[src/design/bca_pkg.sv]
// shared widths and operation codes of the bitmap chunk allocator
`default_nettype none
package bca_pkg;

    localparam int ADDR_W = 32;
    localparam int CS_W   = 17;
    localparam int APB_DW = 32;
    localparam int APB_AW = 3;

    localparam logic OP_ALLOC = 1'b0;
    localparam logic OP_FREE  = 1'b1;

    localparam logic [APB_AW-1:0] REG_BASE_ADDRESS = 3'd0;
    localparam logic [APB_AW-1:0] REG_CHUNK_SIZE   = 3'd4;

    localparam logic [CS_W-1:0] CHUNK_SIZE_RESET = 17'd64;

endpackage
`default_nettype wire

[src/design/bca_if.sv]
// request and response channel interfaces of the bitmap chunk allocator
`default_nettype none
interface bca_req_if;
    logic                       valid;
    logic                       ready;
    logic                       op;
    logic [bca_pkg::ADDR_W-1:0] address;

    modport source (output valid, output op, output address, input ready);
    modport sink (input valid, input op, input address, output ready);
endinterface

interface bca_rsp_if;
    logic                       valid;
    logic                       ready;
    logic [bca_pkg::ADDR_W-1:0] chunk_address;
    logic                       ok;

    modport source (output valid, output chunk_address, output ok, input ready);
    modport sink (input valid, input chunk_address, input ok, output ready);
endinterface
`default_nettype wire

[src/design/bitmap_chunk_allocator.sv]
// bitmap chunk allocator top level: slab bitmap memory, scan and divide sequencer
`default_nettype none
// Allocates and frees fixed-size chunks over up to SLABS slabs of CHUNKS_PER_SLAB
// chunks, one used bitmap per slab held in a memory with a registered read. One item
// is worked on at a time; a finished result waits in the output register while the
// next request beat is taken. An allocate reads the slabs in order, through ST_A_RD
// and ST_A_CHK for each slab scanned, and then steps through ST_A_MUL for the address
// multiply, ST_A_ADD for the add and range check with write-back, and ST_PUSH for the
// output. A free runs a bit-serial divider over IW = clog2(SLABS * CHUNKS_PER_SLAB)
// quotient bits (8 at the defaults) that turns the offset into a chunk index; a
// reciprocal multiply then splits the index into slab and bit. The bitmaps read as
// zero after reset through per-slab valid flags; there is no clearing pass. A zero
// chunk size answers every request with ok low.
module bitmap_chunk_allocator #(
    parameter int CHUNKS_PER_SLAB = 64,
    parameter int SLABS           = 4
) (
    input  wire                           i_clk,
    input  wire                           i_rst_n,
    bca_req_if.sink                       i_req,
    bca_rsp_if.source                     o_rsp,
    input  wire                           psel,
    input  wire                           penable,
    input  wire                           pwrite,
    input  wire [bca_pkg::APB_AW-1:0]     paddr,
    input  wire [bca_pkg::APB_DW-1:0]     pwdata,
    output logic [bca_pkg::APB_DW-1:0]    prdata,
    output logic                          pready
);

    localparam int AW   = bca_pkg::ADDR_W;
    localparam int CSW  = bca_pkg::CS_W;
    localparam int CH   = CHUNKS_PER_SLAB;
    localparam int SW   = (SLABS > 1) ? $clog2(SLABS) : 1;
    localparam int IW   = (SLABS * CH > 1) ? $clog2(SLABS * CH) : 1;
    localparam int BW   = (CH > 1) ? $clog2(CH) : 1;
    localparam int UW   = $clog2(SLABS + 1);
    localparam int UW1  = UW + 1;
    localparam int MW   = IW + 1;
    localparam int PW   = MW + CSW;
    localparam int SUMW = ((PW > AW) ? PW : AW) + 1;
    localparam int CNW  = $clog2(IW + 1);
    localparam int RSH  = IW + BW;
    localparam int RCW  = RSH + 1;
    localparam int RPW  = IW + RCW;

    localparam logic [UW1-1:0] SLABS_U = UW1'(SLABS);
    localparam logic [CH-1:0]  ONE_CH  = CH'(1);
    localparam logic [RCW-1:0] RECIP   = RCW'((2 ** RSH + CH - 1) / CH);

    typedef enum logic [3:0] {
        ST_IDLE,
        ST_A_RD,
        ST_A_CHK,
        ST_A_MUL,
        ST_A_ADD,
        ST_F_MUL,
        ST_F_CMP,
        ST_F_DIV1,
        ST_F_SLAB,
        ST_F_BIT,
        ST_F_RD,
        ST_F_WR,
        ST_PUSH
    } t_state;

    t_state              r_state;
    logic [AW-1:0]       r_base;
    logic [CSW-1:0]      r_cs;
    logic [UW-1:0]       r_in_use;
    logic [SLABS-1:0]    r_vld;
    logic [CH-1:0]       r_mem [SLABS];
    logic [CH-1:0]       r_rd_data;
    logic                r_rd_vld;
    logic [SW-1:0]       r_slab;
    logic [AW-1:0]       r_addr;
    logic [AW-1:0]       r_off;
    logic [MW-1:0]       r_idx;
    logic [BW-1:0]       r_bit;
    logic [CH-1:0]       r_map;
    logic [PW-1:0]       r_prod;
    logic [CSW-1:0]      r_rem;
    logic [IW-1:0]       r_dlo;
    logic [IW-1:0]       r_quo;
    logic [CSW-1:0]      r_dsr;
    logic [CNW-1:0]      r_cnt;
    logic [AW-1:0]       r_res_addr;
    logic                r_res_ok;
    logic                r_out_valid;
    logic [AW-1:0]       r_out_addr;
    logic                r_out_ok;

    logic [CH-1:0]       rd_eff;
    logic                fc_found;
    logic [BW-1:0]       fc_idx;
    logic                scan_more;
    logic [UW1-1:0]      slab_nx;
    logic [MW-1:0]       in_use_c;
    logic [MW-1:0]       mult_a;
    logic [PW-1:0]       prod;
    logic [SUMW-1:0]     sum;
    logic                ovf;
    logic [CSW:0]        dv_t;
    logic                dv_ge;
    logic [CSW-1:0]      n_rem;
    logic [IW-1:0]       n_quo;
    logic [RPW-1:0]      slab_prod;
    logic [IW-1:0]       slab_base;
    logic [CH-1:0]       bit_mask;
    logic                wr_en;
    logic [CH-1:0]       wr_data;
    logic                cfg_wr;

    // configuration port
    assign pready = 1'b1;
    assign cfg_wr = psel && penable && pwrite && pready;
    assign prdata = (paddr == bca_pkg::REG_CHUNK_SIZE) ? bca_pkg::APB_DW'(r_cs) : r_base;

    always_ff @(posedge i_clk) begin
        if (!i_rst_n) begin
            r_base <= '0;
            r_cs   <= bca_pkg::CHUNK_SIZE_RESET;
        end else if (cfg_wr) begin
            case (paddr)
                bca_pkg::REG_BASE_ADDRESS: r_base <= pwdata[AW-1:0];
                bca_pkg::REG_CHUNK_SIZE:   r_cs   <= pwdata[CSW-1:0];
                default: ;
            endcase
        end
    end

    // bitmap memory
    always_ff @(posedge i_clk) begin
        if (wr_en) begin
            r_mem[r_slab] <= wr_data;
        end
        r_rd_data <= r_mem[r_slab];
        r_rd_vld  <= r_vld[r_slab];
    end

    assign rd_eff = r_rd_vld ? r_rd_data : '0;

    // lowest clear bit
    always_comb begin
        fc_found = 1'b0;
        fc_idx   = '0;
        for (int i = CH - 1; i >= 0; i--) begin
            if (!rd_eff[i]) begin
                fc_found = 1'b1;
                fc_idx   = BW'(i);
            end
        end
    end

    assign slab_nx   = UW1'(r_slab) + UW1'(1);
    assign scan_more = (slab_nx < UW1'(r_in_use)) ||
                       ((slab_nx == UW1'(r_in_use)) && (UW1'(r_in_use) < SLABS_U));

    assign in_use_c = MW'(r_in_use) * MW'(CH);
    assign mult_a   = (r_state == ST_A_MUL) ? r_idx : in_use_c;
    assign prod     = PW'(mult_a) * PW'(r_cs);
    assign sum      = SUMW'(r_base) + SUMW'(r_prod);
    assign ovf      = |sum[SUMW-1:AW];

    // one restoring divide step
    assign dv_t  = {r_rem, r_dlo[IW-1]};
    assign dv_ge = dv_t >= {1'b0, r_dsr};
    assign n_rem = dv_ge ? CSW'(dv_t - {1'b0, r_dsr}) : dv_t[CSW-1:0];
    assign n_quo = IW'({r_quo, dv_ge});

    // chunk index to slab and bit
    assign slab_prod = RPW'(r_quo) * RPW'(RECIP);
    assign slab_base = IW'(r_slab) * IW'(CH);

    assign bit_mask = ONE_CH << r_bit;
    assign wr_en    = ((r_state == ST_A_ADD) && !ovf) || (r_state == ST_F_WR);
    assign wr_data  = (r_state == ST_A_ADD) ? (r_map | bit_mask) : (rd_eff & ~bit_mask);

    assign i_req.ready         = (r_state == ST_IDLE);
    assign o_rsp.valid         = r_out_valid;
    assign o_rsp.chunk_address = r_out_addr;
    assign o_rsp.ok            = r_out_ok;

    always_ff @(posedge i_clk) begin
        if (!i_rst_n) begin
            r_state     <= ST_IDLE;
            r_in_use    <= UW'(1);
            r_vld       <= '0;
            r_slab      <= '0;
            r_cnt       <= '0;
            r_out_valid <= 1'b0;
        end else begin
            if (r_out_valid && o_rsp.ready && (r_state != ST_PUSH)) begin
                r_out_valid <= 1'b0;
            end
            case (r_state)
                ST_IDLE: begin
                    if (i_req.valid) begin
                        r_addr     <= i_req.address;
                        r_slab     <= '0;
                        r_res_addr <= '0;
                        r_res_ok   <= 1'b0;
                        if (r_cs == '0) begin
                            r_state <= ST_PUSH;
                        end else if (i_req.op == bca_pkg::OP_ALLOC) begin
                            r_state <= ST_A_RD;
                        end else begin
                            r_state <= ST_F_MUL;
                        end
                    end
                end
                ST_A_RD: begin
                    r_state <= ST_A_CHK;
                end
                ST_A_CHK: begin
                    if (fc_found) begin
                        r_idx   <= MW'(r_slab) * MW'(CH) + MW'(fc_idx);
                        r_bit   <= fc_idx;
                        r_map   <= rd_eff;
                        r_state <= ST_A_MUL;
                    end else if (scan_more) begin
                        r_slab  <= slab_nx[SW-1:0];
                        r_state <= ST_A_RD;
                    end else begin
                        r_state <= ST_PUSH;
                    end
                end
                ST_A_MUL: begin
                    r_prod  <= prod;
                    r_state <= ST_A_ADD;
                end
                ST_A_ADD: begin
                    if (!ovf) begin
                        r_res_addr    <= sum[AW-1:0];
                        r_res_ok      <= 1'b1;
                        r_vld[r_slab] <= 1'b1;
                        if (UW'(r_slab) == r_in_use) begin
                            r_in_use <= r_in_use + UW'(1);
                        end
                    end
                    r_state <= ST_PUSH;
                end
                ST_F_MUL: begin
                    r_prod <= prod;
                    r_off  <= r_addr - r_base;
                    if (r_addr < r_base) begin
                        r_state <= ST_PUSH;
                    end else begin
                        r_state <= ST_F_CMP;
                    end
                end
                ST_F_CMP: begin
                    if (SUMW'(r_off) >= SUMW'(r_prod)) begin
                        r_state <= ST_PUSH;
                    end else begin
                        r_rem   <= CSW'(r_off >> IW);
                        r_dlo   <= r_off[IW-1:0];
                        r_quo   <= '0;
                        r_dsr   <= r_cs;
                        r_cnt   <= CNW'(IW);
                        r_state <= ST_F_DIV1;
                    end
                end
                ST_F_DIV1: begin
                    r_rem <= n_rem;
                    r_dlo <= r_dlo << 1;
                    r_quo <= n_quo;
                    r_cnt <= r_cnt - CNW'(1);
                    if (r_cnt == CNW'(1)) begin
                        r_state <= ST_F_SLAB;
                    end
                end
                ST_F_SLAB: begin
                    r_slab  <= slab_prod[RSH +: SW];
                    r_state <= ST_F_BIT;
                end
                ST_F_BIT: begin
                    r_bit   <= BW'(r_quo - slab_base);
                    r_state <= ST_F_RD;
                end
                ST_F_RD: begin
                    r_state <= ST_F_WR;
                end
                ST_F_WR: begin
                    r_vld[r_slab] <= 1'b1;
                    r_res_ok      <= 1'b1;
                    r_state       <= ST_PUSH;
                end
                ST_PUSH: begin
                    if (!r_out_valid || o_rsp.ready) begin
                        r_out_valid <= 1'b1;
                        r_out_addr  <= r_res_addr;
                        r_out_ok    <= r_res_ok;
                        r_state     <= ST_IDLE;
                    end
                end
                default: begin
                    r_state <= ST_IDLE;
                end
            endcase
        end
    end

`ifndef NO_ASSERTIONS
    a_in_use_range: assert property (@(posedge i_clk) disable iff (!i_rst_n)
        (r_in_use != '0) && (UW1'(r_in_use) <= SLABS_U))
        else $error("slab count out of range");

    a_in_use_step: assert property (@(posedge i_clk) disable iff (!i_rst_n)
        ($past(i_rst_n) && (r_in_use != $past(r_in_use))) |->
        (r_in_use == $past(r_in_use) + UW'(1)))
        else $error("slab count moved by more than one");

    a_div_nonzero: assert property (@(posedge i_clk) disable iff (!i_rst_n)
        (r_state == ST_F_DIV1) |-> (r_dsr != '0))
        else $error("divide by zero");

    a_write_then_push: assert property (@(posedge i_clk) disable iff (!i_rst_n)
        wr_en |=> (r_state == ST_PUSH))
        else $error("bitmap write not followed by result");
`endif

endmodule
`default_nettype wire
[src/flat_wrapper.sv]
// flat-port wrapper written by rule: the top's interface ports become plain ports
module bitmap_chunk_allocator_flat 
#(
    parameter int CHUNKS_PER_SLAB = 64,
    parameter int SLABS           = 4
)
  (i_clk, i_rst_n, psel, penable, pwrite, paddr, pwdata, prdata, pready, i_req_valid, i_req_op, i_req_address, i_req_ready, o_rsp_valid, o_rsp_chunk_address, o_rsp_ok, o_rsp_ready);
  bca_req_if i_req_i ();
  bca_rsp_if o_rsp_i ();
  input  wire i_clk;
  input  wire i_rst_n;
  input  wire psel;
  input  wire penable;
  input  wire pwrite;
  input  wire [bca_pkg::APB_AW-1:0] paddr;
  input  wire [bca_pkg::APB_DW-1:0] pwdata;
  output logic [bca_pkg::APB_DW-1:0] prdata;
  output logic pready;
  input wire logic [$bits(i_req_i.valid)-1:0] i_req_valid;
  input wire logic [$bits(i_req_i.op)-1:0] i_req_op;
  input wire logic [$bits(i_req_i.address)-1:0] i_req_address;
  output wire logic [$bits(i_req_i.ready)-1:0] i_req_ready;
  output wire logic [$bits(o_rsp_i.valid)-1:0] o_rsp_valid;
  output wire logic [$bits(o_rsp_i.chunk_address)-1:0] o_rsp_chunk_address;
  output wire logic [$bits(o_rsp_i.ok)-1:0] o_rsp_ok;
  input wire logic [$bits(o_rsp_i.ready)-1:0] o_rsp_ready;
  assign i_req_i.valid = i_req_valid;
  assign i_req_i.op = i_req_op;
  assign i_req_i.address = i_req_address;
  assign i_req_ready = i_req_i.ready;
  assign o_rsp_valid = o_rsp_i.valid;
  assign o_rsp_chunk_address = o_rsp_i.chunk_address;
  assign o_rsp_ok = o_rsp_i.ok;
  assign o_rsp_i.ready = o_rsp_ready;
  bitmap_chunk_allocator #(.CHUNKS_PER_SLAB(CHUNKS_PER_SLAB), .SLABS(SLABS)) u_core (.i_clk(i_clk), .i_rst_n(i_rst_n), .i_req(i_req_i), .o_rsp(o_rsp_i), .psel(psel), .penable(penable), .pwrite(pwrite), .paddr(paddr), .pwdata(pwdata), .prdata(prdata), .pready(pready));
endmodule
[config.mk]
export PLATFORM = sky130hd
export DESIGN_NAME = bitmap_chunk_allocator_flat
export DESIGN_NICKNAME = d
export VERILOG_FILES = /design/src/design/bca_pkg.sv /design/src/design/bca_if.sv /design/src/design/bitmap_chunk_allocator.sv /design/src/flat_wrapper.sv
export SDC_FILE = /design/constraint.sdc
export NUM_CORES = 1
export LEC_CHECK = 0
export BUFFER_PORTS_ARGS = -buffer_cell sky130_fd_sc_hd__buf_4
export CAP_MARGIN = 25
export CORE_ASPECT_RATIO = 0.8
export CORE_UTILIZATION = 50
export DETAILED_ROUTE_END_ITERATION = 7
export GPL_TIMING_DRIVEN = 0
export MAX_ROUTING_LAYER = met4
export PLACE_DENSITY = 0.64
export SYNTH_ARGS = -nofsm -noshare
export SYNTH_HDL_FRONTEND = slang
export SYNTH_SLANG_ARGS = --single-unit
[constraint.sdc]
create_clock -name i_clk -period 17.3 [get_ports i_clk]
set_input_delay 1.73 -clock i_clk [delete_from_list [all_inputs] [get_ports i_clk]]
set_output_delay 1.73 -clock i_clk [all_outputs]
set_load 0.05 [all_outputs]
==> results of run 1 <==
## per-stage QoR
stage | power (uW) | hold WS [ps] | instance area, um^2 | util [%]
3_3_place_gp | 3050 | 402 | 36900 | 54.3
4_1_cts | 4640 | 418 | 39900 | 58.7
6_report | 4640 | 417 | 39900 | 58.7
3_5_place_dp | 3100 | 405 | 37500 | 55.2
5_1_grt | 4800 | 421 | 39900 | 58.7
2_1_floorplan | 2710 | 400 | 34700 | -
## per-layer routing
metal	global-route usage, %	up-vias	routed length (um)
li1	-	11183	-
met1	45.9	12401	47600
met2	39.5	1187	40700
met3	6.21	132	10200
met4	6.11	0	1920
met5	-	-	0
## placed cells by master, fill, tap and decap left out, types with 68 or more instances in the layout
master / synthesis / final
and2_1: 88 / 88
and3_1: 69 / 68
fa_1: 109 / 109
clkbuf_16: 0 / 72
inv_1: 216 / 216
ha_1: 157 / 157
clkbuf_1: 118 / 143
a21oi_1: 214 / 214
edfxtp_1: 540 / 540
nand2_1: 387 / 387
nor2_1: 157 / 154
nand3_1: 90 / 90
dfxtp_1: 132 / 132
buf_4: 1 / 146
o21ai_0: 126 / 126
## how the worst min path moves through the flow
stage,startpoint,endpoint,depth (start not counted),slack [ps]
3_5_place_dp,u_core.r_res_addr[4]$_SDFFCE_PN0P_,u_core.o_rsp.chunk_address[4]$_DFFE_PP_,0,400
6_report,u_core.r_res_addr[8]$_SDFFCE_PN0P_,u_core.o_rsp.chunk_address[8]$_DFFE_PP_,0,420
4_1_cts,u_core.r_res_addr[4]$_SDFFCE_PN0P_,u_core.o_rsp.chunk_address[4]$_DFFE_PP_,0,420
2_1_floorplan,u_core.r_res_addr[0]$_SDFFCE_PN0P_,u_core.o_rsp.chunk_address[0]$_DFFE_PP_,0,400
3_3_place_gp,u_core.r_res_addr[24]$_SDFFCE_PN0P_,u_core.o_rsp.chunk_address[24]$_DFFE_PP_,0,400
5_1_grt,u_core.r_res_addr[4]$_SDFFCE_PN0P_,u_core.o_rsp.chunk_address[4]$_DFFE_PP_,0,420
## cell type report
cell class | instances | area (um^2) | area share (%)
Tap cell | 913 | 1140 | 2.87
Buffer | 136 | 518 | 1.30
Inverter | 217 | 815 | 2.04
Clock buffer | 103 | 1980 | 4.96
Multi-Input combinational cell | 1959 | 14600 | 36.6
Sequential cell | 672 | 18900 | 47.3
Timing Repair Buffer | 170 | 1590 | 3.98
Antenna cell | 1 | 2.50 | 0.00628
Clock inverter | 27 | 368 | 0.923
## flip-flops by register name (all words and copies together) (netlist names), 26 cells and up
name / cells
u_core.o_rsp.chunk_address: 32
u_core.r_map: 64
u_core.r_off: 32
u_core.r_base: 32
u_core.r_mem: 256
u_core.r_prod: 26
u_core.r_res_addr: 32
u_core.r_rd_data: 64
u_core.r_addr: 32
## cell families after synthesis
family,after synthesis
AOI/OAI and AO/OA,548
xor gates and xnor gates,82
adders and majority gates,266
buffers and inverters,353
DFF,672
muxes,79
other,1
and+or+nand+nor,983
## power by group
| part | internal, uW | total [uW] | switching (uW) |
|---|---|---|---|
| sequential | 2040 | 2180 | 135 |
| combinational | 303 | 915 | 611 |
| clock | 894 | 1540 | 646 |
## critical path, cell delays in order, from the launching register on
cell	delay, ps
dfxtp_1	310
clkbuf_1	360
nand2_1	160
nor3_1	300
buf_4	250
clkbuf_1	460
and2_0	330
clkbuf_1	450
nand2_1	160
fa_1	540
inv_1	50
fa_1	580
fa_1	470
fa_1	490
ha_1	250
or4_1	510
o221a_2	320
o311a_1	320
nor2_1	120
a211o_1	160
o21bai_1	70
a21oi_1	170
xnor2_1	70
==> results.cfg, run 1 <==
[cts]
cts-root-buf = clkbuf_16
cts.sinks = 672
post_cts_buffers = 0
htree_levels = 3
cts_tree = yes
cts_resized = 0
cts.clk_slew.worst_paths_ps = 60
cts_buffer_depth = 3
insertion_delay_ps = 630
hold_buffers = 0
cts_made_buffers = 70

[worst_setup_path]
cp-startpoint = u_core.r_state[0]$_SDFFE_PN0P_
worstSetupPathType = reg -> reg
worstSetupEndpoint = u_core.r_prod[24]$_DFFE_PP_
rr_endpoint = u_core.r_prod[24]$_DFFE_PP_
crit_path_end_kind = flip-flop
regToRegStartpoint = u_core.r_state[0]$_SDFFE_PN0P_
reg2reg_slack_ps = 10130
arrival_ps = 7540
cp.required_ps = 17680
worstRegToRegCells = 22
crit_fanout = 10
start_kind = flip-flop

[global_route]
grt_max_degree = 35
antenna_found_initial = 2
grt_pass1_vias = 24146
grt_pass1_wl_um = 149000
grt_usage_pct = 29.6
grt_overflow = 0

[timing]
period_share_pct = 41.4
finalHoldViolCount = 0
layout_min_cycle_time_ps = 7170
rsz0062_at_grt = no
fin_worst_skew_ps = 26.0
setup_ws_ps = 10130
tns_ps = 0
maxSlewViolCount = 0
tightest_slew_ps = 1050
report.final.setup_viol = 0
relSlewSlack_pct = 28.9
fmax_mhz = 140

[pwr]
cellPowerDensity_nw_per_um2 = 116
ir_drop_mv = 0.0832
cellLeakagePower_uw = 0.0153

[synthesis]
muxShareOfSynthArea_pct = 4.66
syn_nets = 3325
yosys.area_share.simple_pct = 13.6
ys_seq_area_share_pct = 54.3
synth_top_cells_by_count = edfxtp_1, nand2_1, inv_1, a21oi_1
ys.flop_type = edfxtp_1
synth_largest_area_cell = edfxtp_1
synthAdderAreaFrac_pct = 12.0
synth-edff-count = 540
netlist_area_um2 = 34700
async_flop_share_pct = 0
synth_compound_area_share_pct = 9.54
netlist_top_cells_area = edfxtp_1, dfxtp_1, fa_1
synth_xor_area_share_pct = 2.07
synth-seq-cells = 672
synth_top_family_by_area = simple AND/OR/NAND/NOR gates
postSynthCellCount = 2984
syn_avg_cell_area_um2 = 11.6
synthMostInstantiatedCell = edfxtp_1
synth_top_area_share_pct = 46.7
ys_warn_count = 0
synth.distinct_cells = 86

[place]
port_buffers = 140
dp_slack_ps = 10180
dpl.cell_count = 4067
gp_congestion = 0.967
place.detailed.hpwl_um = 76400

[flow_run]
maxCapViolations = 0

[layout]
drive_gt1_share_pct = 11.7
fin_cells = 4198
finalNetCount = 3567
area_delta_synth_final_pct = 14.9
n_fill_cell = 5552

[floorplan]
initial_core_util_pct = 51.1
num_rows = 85
design.core.area_um2 = 68000
fp.dieH_um = 238
die_w_um = 297
die_area_um2 = 70500
pin_count = 143

[detailed_routing]
dr.pass1.iters = 8
first_iter_violations = 2855
viasPerCell = 5.93
wl_per_cell_um = 23.9
ant_nets = 0
drc = 0
wl_um = 100000
dr_total_vias = 24903

[worst_hold_path]
holdCritPathClass = reg -> reg

[run_status]
status = finished clean
(Power assumes the default switching activity.)
==> inputs of run 2 (changes only) <==
Clock period 17.3 ns to 7.1 ns, I/O delays scaled along.
==> run 2 against run 1 <==
Non-clock buffer count decreased by 2. Routed wire length decreased by 0.32%. Combinational power increased by 140%. Critical path depth decreased by 1. Clock power increased by 140%. Via count about the same. Clock-buffer cell count unchanged. Die area unchanged. Maximum frequency increased by 9.7%.
==> results.cfg, run 2 (same netlist as run 1, synthesis figures left out) <==
[place]
placed_area_um2 = 37500
port_buffers = 140
place.detailed.hpwl_um = 76400
gp_congestion = 0.967
dp_slack_ps = -18.1

[layout]
multi_input_area_um2 = 14600
layout_commonest_cell = edfxtp_1
stdcell_area_um2 = 39900
top_regs = u_core.r_mem (256), u_core.r_map (64), u_core.r_rd_data (64)
drive_gt1_share_pct = 11.8
n_fill_cell = 5553
area_delta_synth_final_pct = 14.9
finalNetCount = 3565
mostFrequentLayoutCells = edfxtp_1, nand2_1, inv_1, a21oi_1, ha_1
regArea_um2 = 18900
n_antenna_cell = 0
largest_reg_flops = 256
top_register = u_core.r_mem

[global_route]
grt_pass1_wl_um = 149000
grt_usage_pct = 29.5
grt_max_degree = 35
grt_pass1_vias = 24139
grt_overflow = 0
antenna_found_initial = 2

[timing]
report.final.setup_viol = 0
period_share_pct = 92.0
rsz0062_at_grt = no
relSlewSlack_pct = 29.6
setup_ws_ps = 565
fmax_mhz = 153
maxSlewViolCount = 0
layout_min_cycle_time_ps = 6530
finalHoldViolCount = 0
tightest_slew_ps = 1040
fin_worst_skew_ps = 27.5

[detailed_routing]
dr.pass1.iters = 6
drc = 0
wl_per_cell_um = 23.9
ant_nets = 0
wl_um = 100000
viasPerCell = 5.93
first_iter_violations = 2905
dr_total_vias = 24897

[floorplan]
die_w_um = 297
fp.dieH_um = 238
die_area_um2 = 70500
design.core.area_um2 = 68000
initial_core_util_pct = 51.1
pin_count = 143
num_rows = 85

[flow_run]
maxCapViolations = 0

[pwr]
ir_drop_mv = 0.202
cellPowerDensity_nw_per_um2 = 283
p_total_uw = 11300
cellLeakagePower_uw = 0.0153

[worst_setup_path]
worstSetupPathType = reg -> reg
crit_fanout = 15
cp.required_ps = 7470
arrival_ps = 6910
start_kind = flip-flop
crit_path_end_kind = flip-flop

[cts]
cts.clk_slew.worst_paths_ps = 60
cts_buffer_depth = 3
cts-root-buf = clkbuf_16
insertion_delay_ps = 630
post_cts_buffers = 0
cts_tree = yes
cts_made_buffers = 70
cts.sinks = 672
htree_levels = 3

[run_status]
status = finished clean

[worst_hold_path]
holdCritPathClass = in -> reg
[run 2: cell count changes in the layout (fill, tap and decap cells not counted)]
| cell | delta |
|---|---|
| diode_2 | -1 |
| clkbuf_1 | -5 |
| clkbuf_2 | +3 |
[run 2: critical path, cell delays in order, from the launching register on]
cell,delay [ps]
dfxtp_1,550
nand2_1,150
nor3_1,290
buf_4,300
and2_0,150
clkbuf_1,240
clkbuf_2,310
nand2_1,120
fa_1,570
inv_1,50
fa_1,580
fa_1,470
fa_1,490
ha_1,250
or4_1,510
o221a_2,320
o311a_1,330
nor2_1,120
a211o_1,160
o21bai_1,70
a21oi_1,170
xnor2_1,70
[run 2: where the power goes]
part,internal (uW),leakage (uW),switching (uW)
clock,2180,0.00113,1570
sequential,4980,0.00608,337
combinational,739,0.00805,1480
total,7900,0.0153,3390
[run 2: path summary, 6_finish.rpt]
check                           cells after the start                                from                                      end  slack [ps]
worst min-delay path                                1                   i_req_address[19]              u_core.r_addr[19]$_DFFE_PP_         260
worst max-delay path                               21      u_core.r_state[0]$_SDFFE_PN0P_              u_core.r_prod[24]$_DFFE_PP_         570
worst max register to register                     21      u_core.r_state[0]$_SDFFE_PN0P_              u_core.r_prod[24]$_DFFE_PP_         570
worst min register to register                      0  u_core.r_res_addr[8]$_SDFFCE_PN0P_  u_core.o_rsp.chunk_address[8]$_DFFE_PP_         420
[run 2: final cells by class]
class,instances,share of cell area [%]
inverters,217,2.04
clock inverters,27,0.923
multi-input cells,1959,36.6
flip-flops and latches,672,47.3
clock buffers,103,4.96
repair buffers,170,3.98
plain buffers,134,1.29
well taps,913,2.87
[run 2: timing repair]
item / CTS / global route
hold buffers: 0 / 0
setup endpoints to repair: 2 / 3
pin swaps: 0 / 0
gates cloned: 0 / 0
resized for setup: 0 / 6
[run 2: per-layer routing]
| layer | global-route usage [%] | routed length [um] | vias to the layer above |
|---|---|---|---|
| met3 | 6.10 | 10500 | 131 |
| met4 | 6.03 | 1860 | 0 |
| li1 | - | - | 11194 |
| met2 | 39.6 | 40700 | 1204 |
| met1 | 45.9 | 47100 | 12368 |
| met5 | - | 0 | - |
[run 2: stage by stage]
step	instances	hold slack (ps)	util [%]	TNS [ps]
6_report	4195	256	58.6	0
5_1_grt	4195	230	58.6	0
4_1_cts	4196	225	58.6	0
3_5_place_dp	4067	405	55.2	-18.1
3_3_place_gp	4037	402	54.3	-572320
2_1_floorplan	2984	400	-	0
